File: config.mk
export PLATFORM = sky130hd
export DESIGN_NAME = serial_command_line_parser
export DESIGN_NICKNAME = d
export VERILOG_FILES = /design/src/sv/scl_pkg.sv /design/src/sv/serial_command_line_parser.sv
export SDC_FILE = /design/constraint.sdc
export NUM_CORES = 1
export LEC_CHECK = 0
export BUFFER_PORTS_ARGS = -buffer_cell sky130_fd_sc_hd__buf_2
export CORE_MARGIN = 1.5
export CORE_UTILIZATION = 53
export DETAILED_ROUTE_END_ITERATION = 7
export PLACE_DENSITY = 0.7
export SLEW_MARGIN = 20
export SYNTH_ARGS = -nofsm -noshare
export SYNTH_HDL_FRONTEND = slang
export SYNTH_SLANG_ARGS = --single-unit
File: constraint.sdc
create_clock -name clk -period 5.22 [get_ports clk]
set_input_delay 0.522 -clock clk [delete_from_list [all_inputs] [get_ports clk]]
set_output_delay 0.522 -clock clk [all_outputs]
set_load 0.01 [all_outputs]
File: src/sv/scl_pkg.sv
`timescale 1ns / 1ps
// scl_pkg: event codes, command codes, byte constants and the keyword table
// for the serial command line parser. No dependencies.

package scl_pkg;

  // default line buffer depth (one slot is kept free, as in the line protocol)
  localparam int LINE_CAPACITY_DEF = 40;

  // event codes
  localparam logic [2:0] EV_ECHO    = 3'd0;
  localparam logic [2:0] EV_ERASE   = 3'd1;
  localparam logic [2:0] EV_COMMAND = 3'd2;
  localparam logic [2:0] EV_USAGE   = 3'd3;
  localparam logic [2:0] EV_UNKNOWN = 3'd4;
  localparam logic [2:0] EV_HELP    = 3'd5;
  localparam logic [2:0] EV_DISCARD = 3'd6;
  localparam logic [2:0] EV_BLANK   = 3'd7;

  // command codes
  localparam logic [1:0] CMD_RATE   = 2'd0;
  localparam logic [1:0] CMD_START  = 2'd1;
  localparam logic [1:0] CMD_STOP   = 2'd2;
  localparam logic [1:0] CMD_STATUS = 2'd3;

  // byte constants
  localparam logic [7:0] CH_CR    = 8'h0D;
  localparam logic [7:0] CH_LF    = 8'h0A;
  localparam logic [7:0] CH_BS    = 8'h08;
  localparam logic [7:0] CH_DEL   = 8'h7F;
  localparam logic [7:0] CH_SPACE = 8'h20;
  localparam logic [7:0] CH_TILDE = 8'h7E;
  localparam logic [7:0] CH_ZERO  = 8'h30;
  localparam logic [7:0] CH_NINE  = 8'h39;

  // keyword slots
  localparam int NUM_KW = 6;
  localparam logic [2:0] KW_RATE   = 3'd0;
  localparam logic [2:0] KW_START  = 3'd1;
  localparam logic [2:0] KW_STOP   = 3'd2;
  localparam logic [2:0] KW_STATUS = 3'd3;
  localparam logic [2:0] KW_HELP   = 3'd4;
  localparam logic [2:0] KW_QUERY  = 3'd5;

  // keyword length in bytes
  function automatic logic [2:0] kw_len(input logic [2:0] idx);
    logic [2:0] n;
    case (idx)
      KW_RATE:   n = 3'd4;
      KW_START:  n = 3'd5;
      KW_STOP:   n = 3'd4;
      KW_STATUS: n = 3'd6;
      KW_HELP:   n = 3'd4;
      KW_QUERY:  n = 3'd1;
      default:   n = 3'd0;
    endcase
    return n;
  endfunction

  // keyword byte at position pos
  function automatic logic [7:0] kw_char(input logic [2:0] idx, input logic [2:0] pos);
    logic [47:0] s;
    logic [7:0]  c;
    case (idx)
      KW_RATE:   s = {8'h00, 8'h00, "e", "t", "a", "r"};
      KW_START:  s = {8'h00, "t", "r", "a", "t", "s"};
      KW_STOP:   s = {8'h00, 8'h00, "p", "o", "t", "s"};
      KW_STATUS: s = {"s", "u", "t", "a", "t", "s"};
      KW_HELP:   s = {8'h00, 8'h00, "p", "l", "e", "h"};
      KW_QUERY:  s = {40'h0, "?"};
      default:   s = 48'h0;
    endcase
    case (pos)
      3'd0:    c = s[7:0];
      3'd1:    c = s[15:8];
      3'd2:    c = s[23:16];
      3'd3:    c = s[31:24];
      3'd4:    c = s[39:32];
      3'd5:    c = s[47:40];
      default: c = 8'h00;
    endcase
    return c;
  endfunction

endpackage

File: src/sv/serial_command_line_parser.sv
`timescale 1ns / 1ps
// serial_command_line_parser: line editor, line buffer and sequential line
// scanner that turns received bytes into event words. Depends on scl_pkg.
//
// Usage:
//   in_valid/in_ready/in_rx_byte carries received serial bytes, one per word.
//   out_valid/out_ready carries zero or one event word per byte:
//   out_event_res, out_echo_char, out_command, out_argument.
//   Printable bytes, backspace/DEL and dropped control bytes are handled in
//   the accepting cycle; an echo, erase or discard word is valid the next
//   cycle. CR or LF on a non-empty line starts a scan of the line buffer,
//   one stored byte per cycle through its single registered read port
//   (at most LINE_CAPACITY-1 stored bytes); the parse word is registered
//   after the scan, once the output register is free. in_ready is low
//   during the scan. CR or LF on an empty line gives no word.
//   The output word sits in a register; a new byte is accepted while it is
//   taken in the same cycle. If the receiver stalls, in_ready stays low
//   until the pending word is taken.
//   Reset (rst_n low, synchronous) empties the line and the output register;
//   the buffer contents themselves are not cleared.

module serial_command_line_parser #(
  parameter int LINE_CAPACITY = scl_pkg::LINE_CAPACITY_DEF
) (
  input  logic        clk,
  input  logic        rst_n,
  input  logic        in_valid,
  output logic        in_ready,
  input  logic [7:0]  in_rx_byte,
  output logic        out_valid,
  input  logic        out_ready,
  output logic [2:0]  out_event_res,
  output logic [7:0]  out_echo_char,
  output logic [1:0]  out_command,
  output logic [31:0] out_argument
);

  import scl_pkg::*;

  localparam int AW = $clog2(LINE_CAPACITY);
  localparam logic [AW-1:0] LEN_MAX = AW'(LINE_CAPACITY - 1);

  // sequencer states
  localparam logic [1:0] S_IDLE = 2'd0;
  localparam logic [1:0] S_SCAN = 2'd1;
  localparam logic [1:0] S_DONE = 2'd2;

  // scan phases
  localparam logic [1:0] PH_LEAD = 2'd0;
  localparam logic [1:0] PH_KW   = 2'd1;
  localparam logic [1:0] PH_GAP  = 2'd2;
  localparam logic [1:0] PH_ARG  = 2'd3;

  logic [7:0] line_mem [LINE_CAPACITY];
  logic [7:0] rd_data_r;

  logic [1:0]        state_r, state_nxt;
  logic [AW-1:0]     len_r, len_nxt;
  logic [AW-1:0]     idx_r, idx_nxt;
  logic              pv_r, pv_nxt;
  logic [1:0]        ph_r, ph_nxt;
  logic [NUM_KW-1:0] flag_r, flag_nxt;
  logic [2:0]        kpos_r, kpos_nxt;
  logic [31:0]       val_r, val_nxt;
  logic              arg_any_r, arg_any_nxt;
  logic              arg_bad_r, arg_bad_nxt;

  logic        ov_r, ov_nxt;
  logic [2:0]  oev_r, oev_nxt;
  logic [7:0]  och_r, och_nxt;
  logic [1:0]  ocmd_r, ocmd_nxt;
  logic [31:0] oarg_r, oarg_nxt;

  logic          in_acc, out_free;
  logic          we;
  logic [AW-1:0] rd_addr;
  logic [7:0]    c;
  logic          c_space, c_digit;
  logic [NUM_KW-1:0] match;

  assign out_free  = !ov_r || out_ready;
  assign in_ready  = (state_r == S_IDLE) && out_free;
  assign in_acc    = in_valid && in_ready;
  assign out_valid = ov_r;
  assign out_event_res = oev_r;
  assign out_echo_char = och_r;
  assign out_command   = ocmd_r;
  assign out_argument  = oarg_r;

  // line buffer, one write and one registered read port
  assign we = in_acc && (in_rx_byte >= CH_SPACE) && (in_rx_byte <= CH_TILDE)
              && (len_r < LEN_MAX);
  assign rd_addr = idx_r;

  always_ff @(posedge clk) begin
    if (we) begin
      line_mem[len_r] <= in_rx_byte;
    end
    rd_data_r <= line_mem[rd_addr];
  end

  // byte classification for the scan
  assign c       = rd_data_r;
  assign c_space = (c == CH_SPACE);
  assign c_digit = (c >= CH_ZERO) && (c <= CH_NINE);

  // keyword match at scan end
  always_comb begin
    for (int i = 0; i < NUM_KW; i++) begin
      match[i] = flag_r[i] && (kpos_r == kw_len(3'(i)));
    end
  end

  // sequencer
  always_comb begin
    state_nxt   = state_r;
    len_nxt     = len_r;
    idx_nxt     = idx_r;
    pv_nxt      = 1'b0;
    ph_nxt      = ph_r;
    flag_nxt    = flag_r;
    kpos_nxt    = kpos_r;
    val_nxt     = val_r;
    arg_any_nxt = arg_any_r;
    arg_bad_nxt = arg_bad_r;
    ov_nxt      = ov_r && !out_ready;
    oev_nxt     = oev_r;
    och_nxt     = och_r;
    ocmd_nxt    = ocmd_r;
    oarg_nxt    = oarg_r;

    case (state_r)
      S_IDLE: begin
        if (in_acc) begin
          och_nxt  = 8'h00;
          ocmd_nxt = CMD_RATE;
          oarg_nxt = 32'h0;
          if (in_rx_byte == CH_CR || in_rx_byte == CH_LF) begin
            // start a line scan
            if (len_r != '0) begin
              state_nxt   = S_SCAN;
              idx_nxt     = '0;
              ph_nxt      = PH_LEAD;
              flag_nxt    = '1;
              kpos_nxt    = 3'd0;
              val_nxt     = 32'h0;
              arg_any_nxt = 1'b0;
              arg_bad_nxt = 1'b0;
            end
          end else if (in_rx_byte == CH_DEL || in_rx_byte == CH_BS) begin
            if (len_r != '0) begin
              len_nxt = len_r - AW'(1);
              ov_nxt  = 1'b1;
              oev_nxt = EV_ERASE;
            end
          end else if (in_rx_byte >= CH_SPACE && in_rx_byte <= CH_TILDE) begin
            ov_nxt = 1'b1;
            if (len_r < LEN_MAX) begin
              len_nxt = len_r + AW'(1);
              oev_nxt = EV_ECHO;
              och_nxt = in_rx_byte;
            end else begin
              len_nxt = '0;
              oev_nxt = EV_DISCARD;
            end
          end
        end
      end

      S_SCAN: begin
        // issue the next read
        if (idx_r != len_r) begin
          idx_nxt = idx_r + AW'(1);
          pv_nxt  = 1'b1;
        end else if (!pv_r) begin
          state_nxt = S_DONE;
        end
        // consume the byte read last cycle
        if (pv_r) begin
          logic kw_step, arg_step;
          kw_step  = 1'b0;
          arg_step = 1'b0;
          case (ph_r)
            PH_LEAD: if (!c_space) begin ph_nxt = PH_KW; kw_step = 1'b1; end
            PH_KW:   if (c_space) ph_nxt = PH_GAP; else kw_step = 1'b1;
            PH_GAP:  if (!c_space) begin ph_nxt = PH_ARG; arg_step = 1'b1; end
            PH_ARG:  arg_step = 1'b1;
            default: ph_nxt = PH_LEAD;
          endcase
          if (kw_step) begin
            for (int i = 0; i < NUM_KW; i++) begin
              flag_nxt[i] = flag_r[i] && (kpos_r < kw_len(3'(i)))
                            && (c == kw_char(3'(i), kpos_r));
            end
            if (kpos_r != 3'd7) begin
              kpos_nxt = kpos_r + 3'd1;
            end
          end
          if (arg_step) begin
            arg_any_nxt = 1'b1;
            if (c_digit) begin
              val_nxt = (val_r << 3) + (val_r << 1) + {28'h0, c[3:0]};
            end else begin
              arg_bad_nxt = 1'b1;
            end
          end
        end
      end

      S_DONE: begin
        // report the parse outcome when the output register is free
        if (out_free) begin
          ov_nxt    = 1'b1;
          och_nxt   = 8'h00;
          ocmd_nxt  = CMD_RATE;
          oarg_nxt  = 32'h0;
          len_nxt   = '0;
          state_nxt = S_IDLE;
          if (ph_r == PH_LEAD) begin
            oev_nxt = EV_BLANK;
          end else if (match[KW_RATE]) begin
            if (!arg_any_r || arg_bad_r) begin
              oev_nxt = EV_USAGE;
            end else begin
              oev_nxt  = EV_COMMAND;
              oarg_nxt = val_r;
            end
          end else if (match[KW_START]) begin
            oev_nxt  = EV_COMMAND;
            ocmd_nxt = CMD_START;
          end else if (match[KW_STOP]) begin
            oev_nxt  = EV_COMMAND;
            ocmd_nxt = CMD_STOP;
          end else if (match[KW_STATUS]) begin
            oev_nxt  = EV_COMMAND;
            ocmd_nxt = CMD_STATUS;
          end else if (match[KW_HELP] || match[KW_QUERY]) begin
            oev_nxt = EV_HELP;
          end else begin
            oev_nxt = EV_UNKNOWN;
          end
        end
      end

      default: state_nxt = S_IDLE;
    endcase
  end

  // control registers
  always_ff @(posedge clk) begin
    if (!rst_n) begin
      state_r <= S_IDLE;
      len_r   <= '0;
      pv_r    <= 1'b0;
      ov_r    <= 1'b0;
    end else begin
      state_r <= state_nxt;
      len_r   <= len_nxt;
      pv_r    <= pv_nxt;
      ov_r    <= ov_nxt;
    end
  end

  // scan and output payload registers
  always_ff @(posedge clk) begin
    idx_r     <= idx_nxt;
    ph_r      <= ph_nxt;
    flag_r    <= flag_nxt;
    kpos_r    <= kpos_nxt;
    val_r     <= val_nxt;
    arg_any_r <= arg_any_nxt;
    arg_bad_r <= arg_bad_nxt;
    oev_r     <= oev_nxt;
    och_r     <= och_nxt;
    ocmd_r    <= ocmd_nxt;
    oarg_r    <= oarg_nxt;
  end

endmodule

==> results of run 1 <==
[power by group]
part / switching [mW] / internal [mW] / leakage [nW]
sequential: 0.0108 / 3.83 / 3.96
combinational: 0.102 / 0.0345 / 2.99
clock: 1.29 / 1.76 / 0.685
[per-stage QoR]
stage / std cells / setup slack (ns)
6_report: 1839 / 1.66
5_1_grt: 1838 / 1.32
4_1_cts: 1837 / 1.62
3_5_place_dp: 1755 / 1.50
3_3_place_gp: 1754 / 1.61
2_1_floorplan: 1275 / 0.371
[cell families (layout without fill, tap and decap cells)]
kind of cell	Yosys count	after routing	share of synthesized area, %
other	1	2	0.0190
XOR/XNOR	38	38	1.68
buffers and inverters	93	188	2.03
adder cells (fa/ha/maj)	75	75	4.82
flip-flops	434	434	65.0
AND/OR/NAND/NOR	350	350	8.87
AO/OA/AOI/OAI	174	174	5.84
multiplexers	110	110	11.7
[Yosys cell counts (3+ instances only)]
cell type | count | area share (%)
xnor2_1 | 20 | 0.89
o211ai_1 | 3 | 0.11
buf_2 | 6 | 0.15
ha_1 | 73 | 4.6
nand4_1 | 15 | 0.47
o32ai_1 | 3 | 0.13
inv_1 | 26 | 0.49
o21a_1 | 8 | 0.30
or3_1 | 5 | 0.16
and2_1 | 40 | 1.3
o2111ai_1 | 4 | 0.18
nor4b_1 | 6 | 0.27
mux4_2 | 92 | 10
a211o_1 | 3 | 0.13
nor2_1 | 108 | 2.1
nor4_1 | 5 | 0.16
clkbuf_1 | 45 | 0.85
and3_1 | 11 | 0.35
buf_4 | 5 | 0.19
a21boi_0 | 9 | 0.34
nor3b_1 | 8 | 0.30
a21o_1 | 15 | 0.57
nand2b_1 | 11 | 0.35
a21oi_1 | 55 | 1.4
edfxtp_1 | 416 | 63
a211oi_1 | 14 | 0.53
nand2_1 | 58 | 1.1
a31oi_1 | 6 | 0.19
mux4_1 | 4 | 0.53
o31ai_1 | 5 | 0.19
o21bai_1 | 4 | 0.15
nor3_1 | 30 | 0.76
xor2_1 | 18 | 0.80
buf_1 | 7 | 0.13
or2_2 | 3 | 0.095
nor2b_1 | 16 | 0.51
dfxtp_1 | 18 | 1.8
mux2i_1 | 14 | 0.71
nand3b_1 | 5 | 0.19
o21ai_0 | 26 | 0.66
nand3_1 | 24 | 0.61
[registers in the layout, indices dropped and copies added (netlist names), 6 cells and up]
| signal | count |
|---|---|
| c | 8 |
| flag_r | 6 |
| idx_r | 6 |
| len_r | 6 |
| line_mem | 320 |
| out_argument | 32 |
| out_echo_char | 8 |
| val_r | 32 |
[critical path: stages (launching register included)]
cell and delay (ns):
dfxtp_1 0.53, inv_1 0.11, fa_1 0.53, fa_1 0.44
and2b_1 0.23, o211ai_1 0.15, a2111oi_4 0.44, o21ai_1 0.22
a2111oi_2 0.43, o21a_1 0.15, nor3_1 0.04
[worst max-delay path by stage]
stage | cells after the start | from | endpoint
2_1_floorplan | 7 | out_ready | len_r[5]
3_3_place_gp | 5 | in_rx_byte[6] | line_mem[33][7]
3_5_place_dp | 5 | in_rx_byte[6] | line_mem[37][7]
4_1_cts | 10 | c[3] | val_r[30]
5_1_grt | 10 | c[3] | val_r[30]
6_report | 10 | c[3] | val_r[30]
[placed cells by master, fill, tap and decap left out, types with 4 or more instances in the layout]
cell type    n
bufinv_16    4
o21ai_0     26
nor4b_1      6
nor3_1      29
buf_2       58
dfxtp_1     18
o31ai_1      5
mux4_2      92
nor2b_1     16
a31oi_1      6
nand2b_1    11
a21o_1      15
a211oi_1    14
clkinv_2     9
o21a_1       8
xnor2_1     20
and2_1      40
and3_1      11
clkbuf_1    12
ha_1        73
nor4_1       5
nand4_1     15
nor2_1     108
inv_1       26
nor3b_1      8
mux2i_1     14
mux4_1       4
or3_1        5
a21oi_1     54
edfxtp_1   416
o21bai_1     4
nand3_1     24
a21boi_0     9
o2111ai_1    4
nand2_1     58
xor2_1      18
clkbuf_16   44
nand3b_1     5
clkinv_1    11
buf_4       16
[routing by layer]
layer | global-route usage [%] | vias up | part of all wire (%) | routed length (um)
met5 | 0 | - | 0 | 0
met4 | 7.95 | 0 | 2.8 | 1130
met3 | 3.52 | 74 | 6.4 | 2620
met2 | 36.1 | 448 | 48 | 19900
met1 | 30.6 | 5448 | 42 | 17400
li1 | - | 5116 | - | -
[area by class of cell]
cell class	count	area [um^2]	share of cell area (%)
clock inverter	26	248	1.13
tap	468	586	2.66
inverter	27	101	0.461
clock buffer	56	1150	5.21
sequential	434	12900	58.4
timing repair buffer	79	526	2.39
multi-input combinational	748	6530	29.7
antenna	1	2.50	0.0114
==> flow_summary.ini, run 1 <==
[critical_path]
critPathKind = reg -> reg
regToRegSetupSlack_ns = 1.66
cp_max_fo = 10
cp-end-kind = flop
arrival_ns = 3.86
cp.required_ns = 5.52
crit-reg2reg-launch = c[3]
worstSetupStartpointType = flop
r2r_cells = 10
r2r-end = val_r[30]

[floorplanning]
initial_utilization_pct = 53.9
fp.dieW_um = 196
die_height_um = 196
dieArea_um2 = 38500
core_um2 = 36700
io_pins = 59
row_count = 70

[synth]
syn_inst = 1275
syn_area_per_cell_um2 = 15.5
seq_area_frac_synth_pct = 65.0
synth_edf_count = 416
synth_cell_type_count = 66
synthFlopType = edfxtp_1
syn-cell-area_um2 = 19800
syn_nets = 1362
async_flop_share_pct = 0
ys_ff_latch = 434
synth_warnings = 0

[place]
portBuffers = 58
gp_congestion = 0.876
dpl_cell_area_um2 = 20600
dpl.hpwl_um = 27000

[sta]
drv_slew = 0
fin_skew_ns = 0.0151
slew_headroom_pct = 27.1
setup_tns_ns = 0
rsz0062_at_grt = false
post-route-min-period_ns = 3.56
fmax_mhz = 281
timing.hold.ws_ns = 0.305
setup_violations = 0
fin_crit_sh_pct = 68.1
worstMarginPinSlew_ns = 1.09
final-hold-violation-count = 0

[grt]
grt_max_degree = 46
grt_antenna_before_repair = 1
grt_pass1_wl_um = 64200
grt_pass1_vias = 11085
grt-ovfl-total = 0
grt_usage_pct = 22.2

[cts]
holdBufCountCts = 0
post_cts_resized = 0
insertion_delay_ns = 0.58
clock-sinks = 434
clk_pin_slew_ns = 0.06
cts_tree = built
cts-root-buf = clkbuf_16
clk_path_buf_depth = 3
cts_made_buffers = 44
htree_num_levels = 2
cts_setup_buffers = 0

[detailed_routing]
drc = 0
dr.pass1.iters = 5
wire_per_inst_um = 22.3
dr.first_iter.drc_count = 1126
via_count = 11086
viasPerCell = 6.03
finalWirelength_um = 41100
ant_nets = 0

[final_layout]
final_nets = 1421
fin_util_pct = 59.9
drive_gt1_share_pct = 17.5
area_growth_syn_to_layout_pct = 11.2
fill_cells = 2671
finish.instance_area_um2 = 22000

[worst_hold_path]
min_from = rst_n
hold_path_class = in -> reg
hold_depth = 2
min_to = out_valid

[status]
status = complete, no violations

[pwr]
power_density_nw_per_um2 = 320
vdd_drop_max_mv = 0.334
p_leak_nw = 7.63
finalPower_mw = 7.03

[run]
max_cap_viol_count = 0
No activity file was read; power rests on OpenSTA's default activity.
==> run 2: changes to the inputs <==
Clock period 5.22 ns to 3.4 ns, I/O delays scaled along.
==> flow_summary.ini, run 2 (same netlist as run 1, synthesis figures left out) <==
[cts]
clk_path_buf_depth = 3
holdBufCountCts = 0
cts_made_buffers = 45
htree_num_levels = 2
clk_pin_slew_ns = 0.06
insertion_delay_ns = 0.58
clock-sinks = 434
cts-root-buf = clkbuf_16
cts_tree = built

[final_layout]
fin_util_pct = 61.3
final_nets = 1478
max_flop_register = line_mem
final_cell_mix = edfxtp_1 (416), nor2_1 (108), mux4_2 (92)
finish.instance_area_um2 = 22500
final_common_cell = edfxtp_1
diodes = 0
drive_gt1_share_pct = 21.2
area_growth_syn_to_layout_pct = 13.8
largest_reg_flops = 320
layout.cells.non_filler = 1894

[pwr]
power_density_nw_per_um2 = 489
p_leak_nw = 7.95
finalPower_mw = 11.0
vdd_drop_max_mv = 0.587

[place]
dpl_cell_area_um2 = 21000
portBuffers = 58
placedCellCount = 1809
gp_congestion = 0.886
dpl.hpwl_um = 28300
pre_cts_ws_ns = 0.00483

[detailed_routing]
drc = 0
viasPerCell = 6.04
dr.first_iter.drc_count = 916
finalWirelength_um = 42900
via_count = 11435
wire_per_inst_um = 22.7
dr.pass1.iters = 7
ant_nets = 0

[critical_path]
critPathKind = reg -> reg
cp_max_fo = 3
arrival_ns = 3.63
cp.required_ns = 3.84
worstSetupStartpointType = flop
cp-end-kind = flop

[floorplanning]
io_pins = 59
core_um2 = 36700
initial_utilization_pct = 53.9
row_count = 70
fp.dieW_um = 196
dieArea_um2 = 38500
die_height_um = 196

[grt]
grt_antenna_before_repair = 0
grt_usage_pct = 23.1
grt_pass1_vias = 11342
grt-ovfl-total = 0
grt_max_degree = 49
met3_usage_pct = 4.85
gr-usage-met1_pct = 31.6
grt_pass1_wl_um = 66700
busiest_layer = met2
grt_use_met2_pct = 37.0

[sta]
post-route-min-period_ns = 3.18
final-hold-violation-count = 0
fin_crit_sh_pct = 93.6
worstMarginPinSlew_ns = 0.824
setup_tns_ns = 0
fmax_mhz = 314
slew_headroom_pct = 44.9
timing.hold.ws_ns = 0.125
drv_slew = 0
setup_ws_ns = 0.216
fin_skew_ns = 0.0239
setup_violations = 0
rsz0062_at_grt = false

[worst_hold_path]
hold_path_class = in -> reg

[status]
status = complete, no violations

[run]
max_cap_viol_count = 0
## run 2: changes by cell type in the layout (fill, tap and decap cells not counted), moves of 2 or more
cell,before,now
buf_4,16,72
clkinv_1,11,5
clkbuf_1,12,15
buf_12,3,5
buf_16,2,0
clkinv_2,9,7
clkinv_4,0,2
## run 2: repair_timing
| action | CTS | global route |
|---|---|---|
| setup endpoints to repair | 1 | 5 |
| resized for setup | 1 | 4 |
| setup buffers | 1 | 2 |
| pin swaps | 1 | 5 |
## run 2: area by class of cell
cell class | instances | area [um^2]
fill | 2676 | 14200
sequential | 434 | 12900
multi-input combinational | 748 | 6560
clock buffer | 61 | 1200
timing repair buffer | 135 | 931
tap | 468 | 586
clock inverter | 21 | 259
inverter | 27 | 101
## run 2: worst paths after layout
path / startpoint / end / slack [ns] / cells after the start
worst min register to register: val_r[31] / out_argument[31] / 0.54 / 1
worst max register to register: val_r[2] / val_r[16] / 0.22 / 12
worst min-delay path: in_rx_byte[6] / line_mem[20][6] / 0.12 / 1
worst max-delay path: val_r[2] / val_r[16] / 0.22 / 12
## run 2: worst max-delay path: stages (launching register included)
cell	delay, ns
edfxtp_1	0.42
inv_2	0.10
fa_2	0.46
fa_1	0.44
and2b_1	0.23
o211ai_1	0.16
a2111oi_4	0.31
buf_4	0.19
buf_4	0.12
o21bai_1	0.09
a21o_1	0.21
a211o_1	0.29
nand2_1	0.06
## run 2: routing by layer
| layer | up-vias | wire, um | share of wire [%] |
|---|---|---|---|
| li1 | 5219 | - | - |
| met1 | 5725 | 17800 | 42 |
| met2 | 409 | 20800 | 48 |
| met3 | 82 | 3170 | 7.4 |
| met4 | 0 | 1140 | 2.6 |
| met5 | - | 0 | 0 |
## run 2: report_power, final
| group | internal, mW | switching, mW | total [mW] |
|---|---|---|---|
| combinational | 0.0616 | 0.166 | 0.228 |
| sequential | 5.88 | 0.0139 | 5.89 |
| clock | 2.86 | 2.01 | 4.87 |
==> run 3: changes to the inputs <==
--- a/config.mk
+++ b/config.mk
@@ -8,2 +8,3 @@
 export BUFFER_PORTS_ARGS = -buffer_cell sky130_fd_sc_hd__buf_2
+export CORE_ASPECT_RATIO = 0.9
 export CORE_MARGIN = 1.5
--- a/constraint.sdc
+++ b/constraint.sdc
@@ -3,2 +3,2 @@
 set_output_delay 0.34 -clock clk [all_outputs]
-set_load 0.01 [all_outputs]
+set_load 0.005 [all_outputs]
==> flow_summary.ini, run 3 (same netlist as run 1, synthesis figures left out) <==
[final_layout]
multi_input_area_um2 = 6560
regArea_um2 = 12900
largest_reg_flops = 320
final_nets = 1458
final_cell_mix = edfxtp_1 (416), nor2_1 (108), mux4_2 (92)
area_growth_syn_to_layout_pct = 13.0
drive_gt1_share_pct = 20.1
diodes = 0
fin_util_pct = 61.4
fill_cells = 2669
max_flop_register = line_mem
finish.instance_area_um2 = 22300
final_common_cell = edfxtp_1

[floorplanning]
die_height_um = 186
core_um2 = 36400
io_pins = 59
dieArea_um2 = 38500
fp.dieW_um = 207
row_count = 66
initial_utilization_pct = 54.3

[critical_path]
critPathKind = reg -> reg
r2r_cells = 11
crit_slowest_cell = fa_1
cp_max_fo = 3
arrival_ns = 3.64
cp_cell_sequence = inv_1 > fa_1 > fa_1 > and2b_1 > o211ai_1 > a2111oi_4 > buf_4 > o21bai_1 > a21o_1 > a211o_1 > nand2_1
cp.depth = 11
critPathMostFrequentCell = fa_1
cp.required_ns = 3.82
critical-path-top-delay-family = compound AO/OA/AOI/OAI gates
crit_buf_inv = 2
max_stage_delay_ns = 0.46
worstSetupStartpointType = flop
cp-end-kind = flop

[sta]
fin_skew_ns = 0.0207
setup_tns_ns = 0
drv_slew = 0
slew_headroom_pct = 44.7
fin_crit_sh_pct = 94.7
final-hold-violation-count = 0
fmax_mhz = 311
setup_violations = 0
timing.hold.ws_ns = 0.0647
worstMarginPinSlew_ns = 0.827
post-route-min-period_ns = 3.22

[place]
dpl_cell_area_um2 = 20900
dpl.hpwl_um = 28100
portBuffers = 58
gp_congestion = 0.905

[cts]
clk_pin_slew_ns = 0.06
clk_path_buf_depth = 3
cts_tree = built
htree_num_levels = 2
clock-sinks = 434
insertion_delay_ns = 0.57
holdBufCountCts = 0
post_cts_resized = 0
cts_made_buffers = 44
cts-root-buf = clkbuf_16
cts_setup_buffers = 0

[grt]
grt_max_degree = 43
grt_pass1_vias = 10972
grt-ovfl-total = 0
grt_antenna_before_repair = 0
grt_pass1_wl_um = 65600
grt_usage_pct = 22.9

[detailed_routing]
finalWirelength_um = 42800
dr.first_iter.drc_count = 1049
dr.pass1.iters = 5
wire_per_inst_um = 22.8
via_count = 11403
ant_nets = 0
viasPerCell = 6.06
drc = 0

[worst_hold_path]
hold_depth = 1
hold_path_class = in -> reg

[pwr]
p_leak_nw = 7.84
vdd_drop_max_mv = 0.410
finalPower_mw = 10.9
power_density_nw_per_um2 = 487

[run]
max_cap_viol_count = 0

[status]
status = complete, no violations
run 3: cell types whose count changed in the layout (fill, tap and decap cells not counted), moves of 2 or more:
| cell | change |
|---|---|
| buf_4 | -21 |
| clkbuf_1 | -8 |
| clkinv_1 | +7 |
| a211oi_1 | -2 |
| a211oi_2 | +2 |
| buf_12 | +2 |
| clkinv_2 | +2 |
| clkinv_4 | -2 |
run 3: area by class of cell:
class / instances / area share [%]
multi-input combinational: 748 / 29.4
tap: 476 / 2.67
clock buffer: 51 / 5.05
inverter: 27 / 0.454
sequential: 434 / 57.5
clock inverter: 29 / 1.29
timing repair buffer: 116 / 3.64
run 3: power breakdown:
group          internal [mW]  switching (mW)
sequential              5.88          0.0146
clock                   2.77            2.00
combinational         0.0615           0.156
total                   8.71            2.17
run 3: stage by stage:
| stage | worst slack [ns] | cells |
|---|---|---|
| after floorplan | 0.0535 | 1275 |
| after global placement | 0.139 | 1801 |
| after detailed placement | 0.0601 | 1801 |
| after CTS | 0.0548 | 1881 |
| after global routing | -0.00173 | 1881 |
| final | 0.180 | 1881 |
run 3: worst paths after layout:
| path | startpoint | end | slack [ns] |
|---|---|---|---|
| setup / recovery | val_r[0] | val_r[16] | 0.18 |
| hold / removal | in_rx_byte[5] | line_mem[8][5] | 0.06 |
| setup reg to reg | val_r[0] | val_r[16] | 0.18 |
| hold reg to reg | val_r[31] | out_argument[31] | 0.52 |
run 3: per-layer routing:
| metal | track usage (%) | part of all wire (%) | routed length (um) | vias to the layer above |
|---|---|---|---|---|
| li1 | - | - | - | 5185 |
| met1 | 34.1 | 45 | 19400 | 5753 |
| met2 | 35.0 | 46 | 19500 | 395 |
| met3 | 4.48 | 7.2 | 3080 | 70 |
| met4 | 5.94 | 1.9 | 828 | 0 |
| met5 | 0 | 0 | 0 | - |
run 3: worst register-to-register path: cells and delay by family (launching register included):
kind	cells	cell delay, ns
AOI/OAI and AO/OA	5	1.17
adders and majority gates	2	0.91
buffers and inverters	2	0.29
DFF	1	0.42
and+or+nand+nor	2	0.32
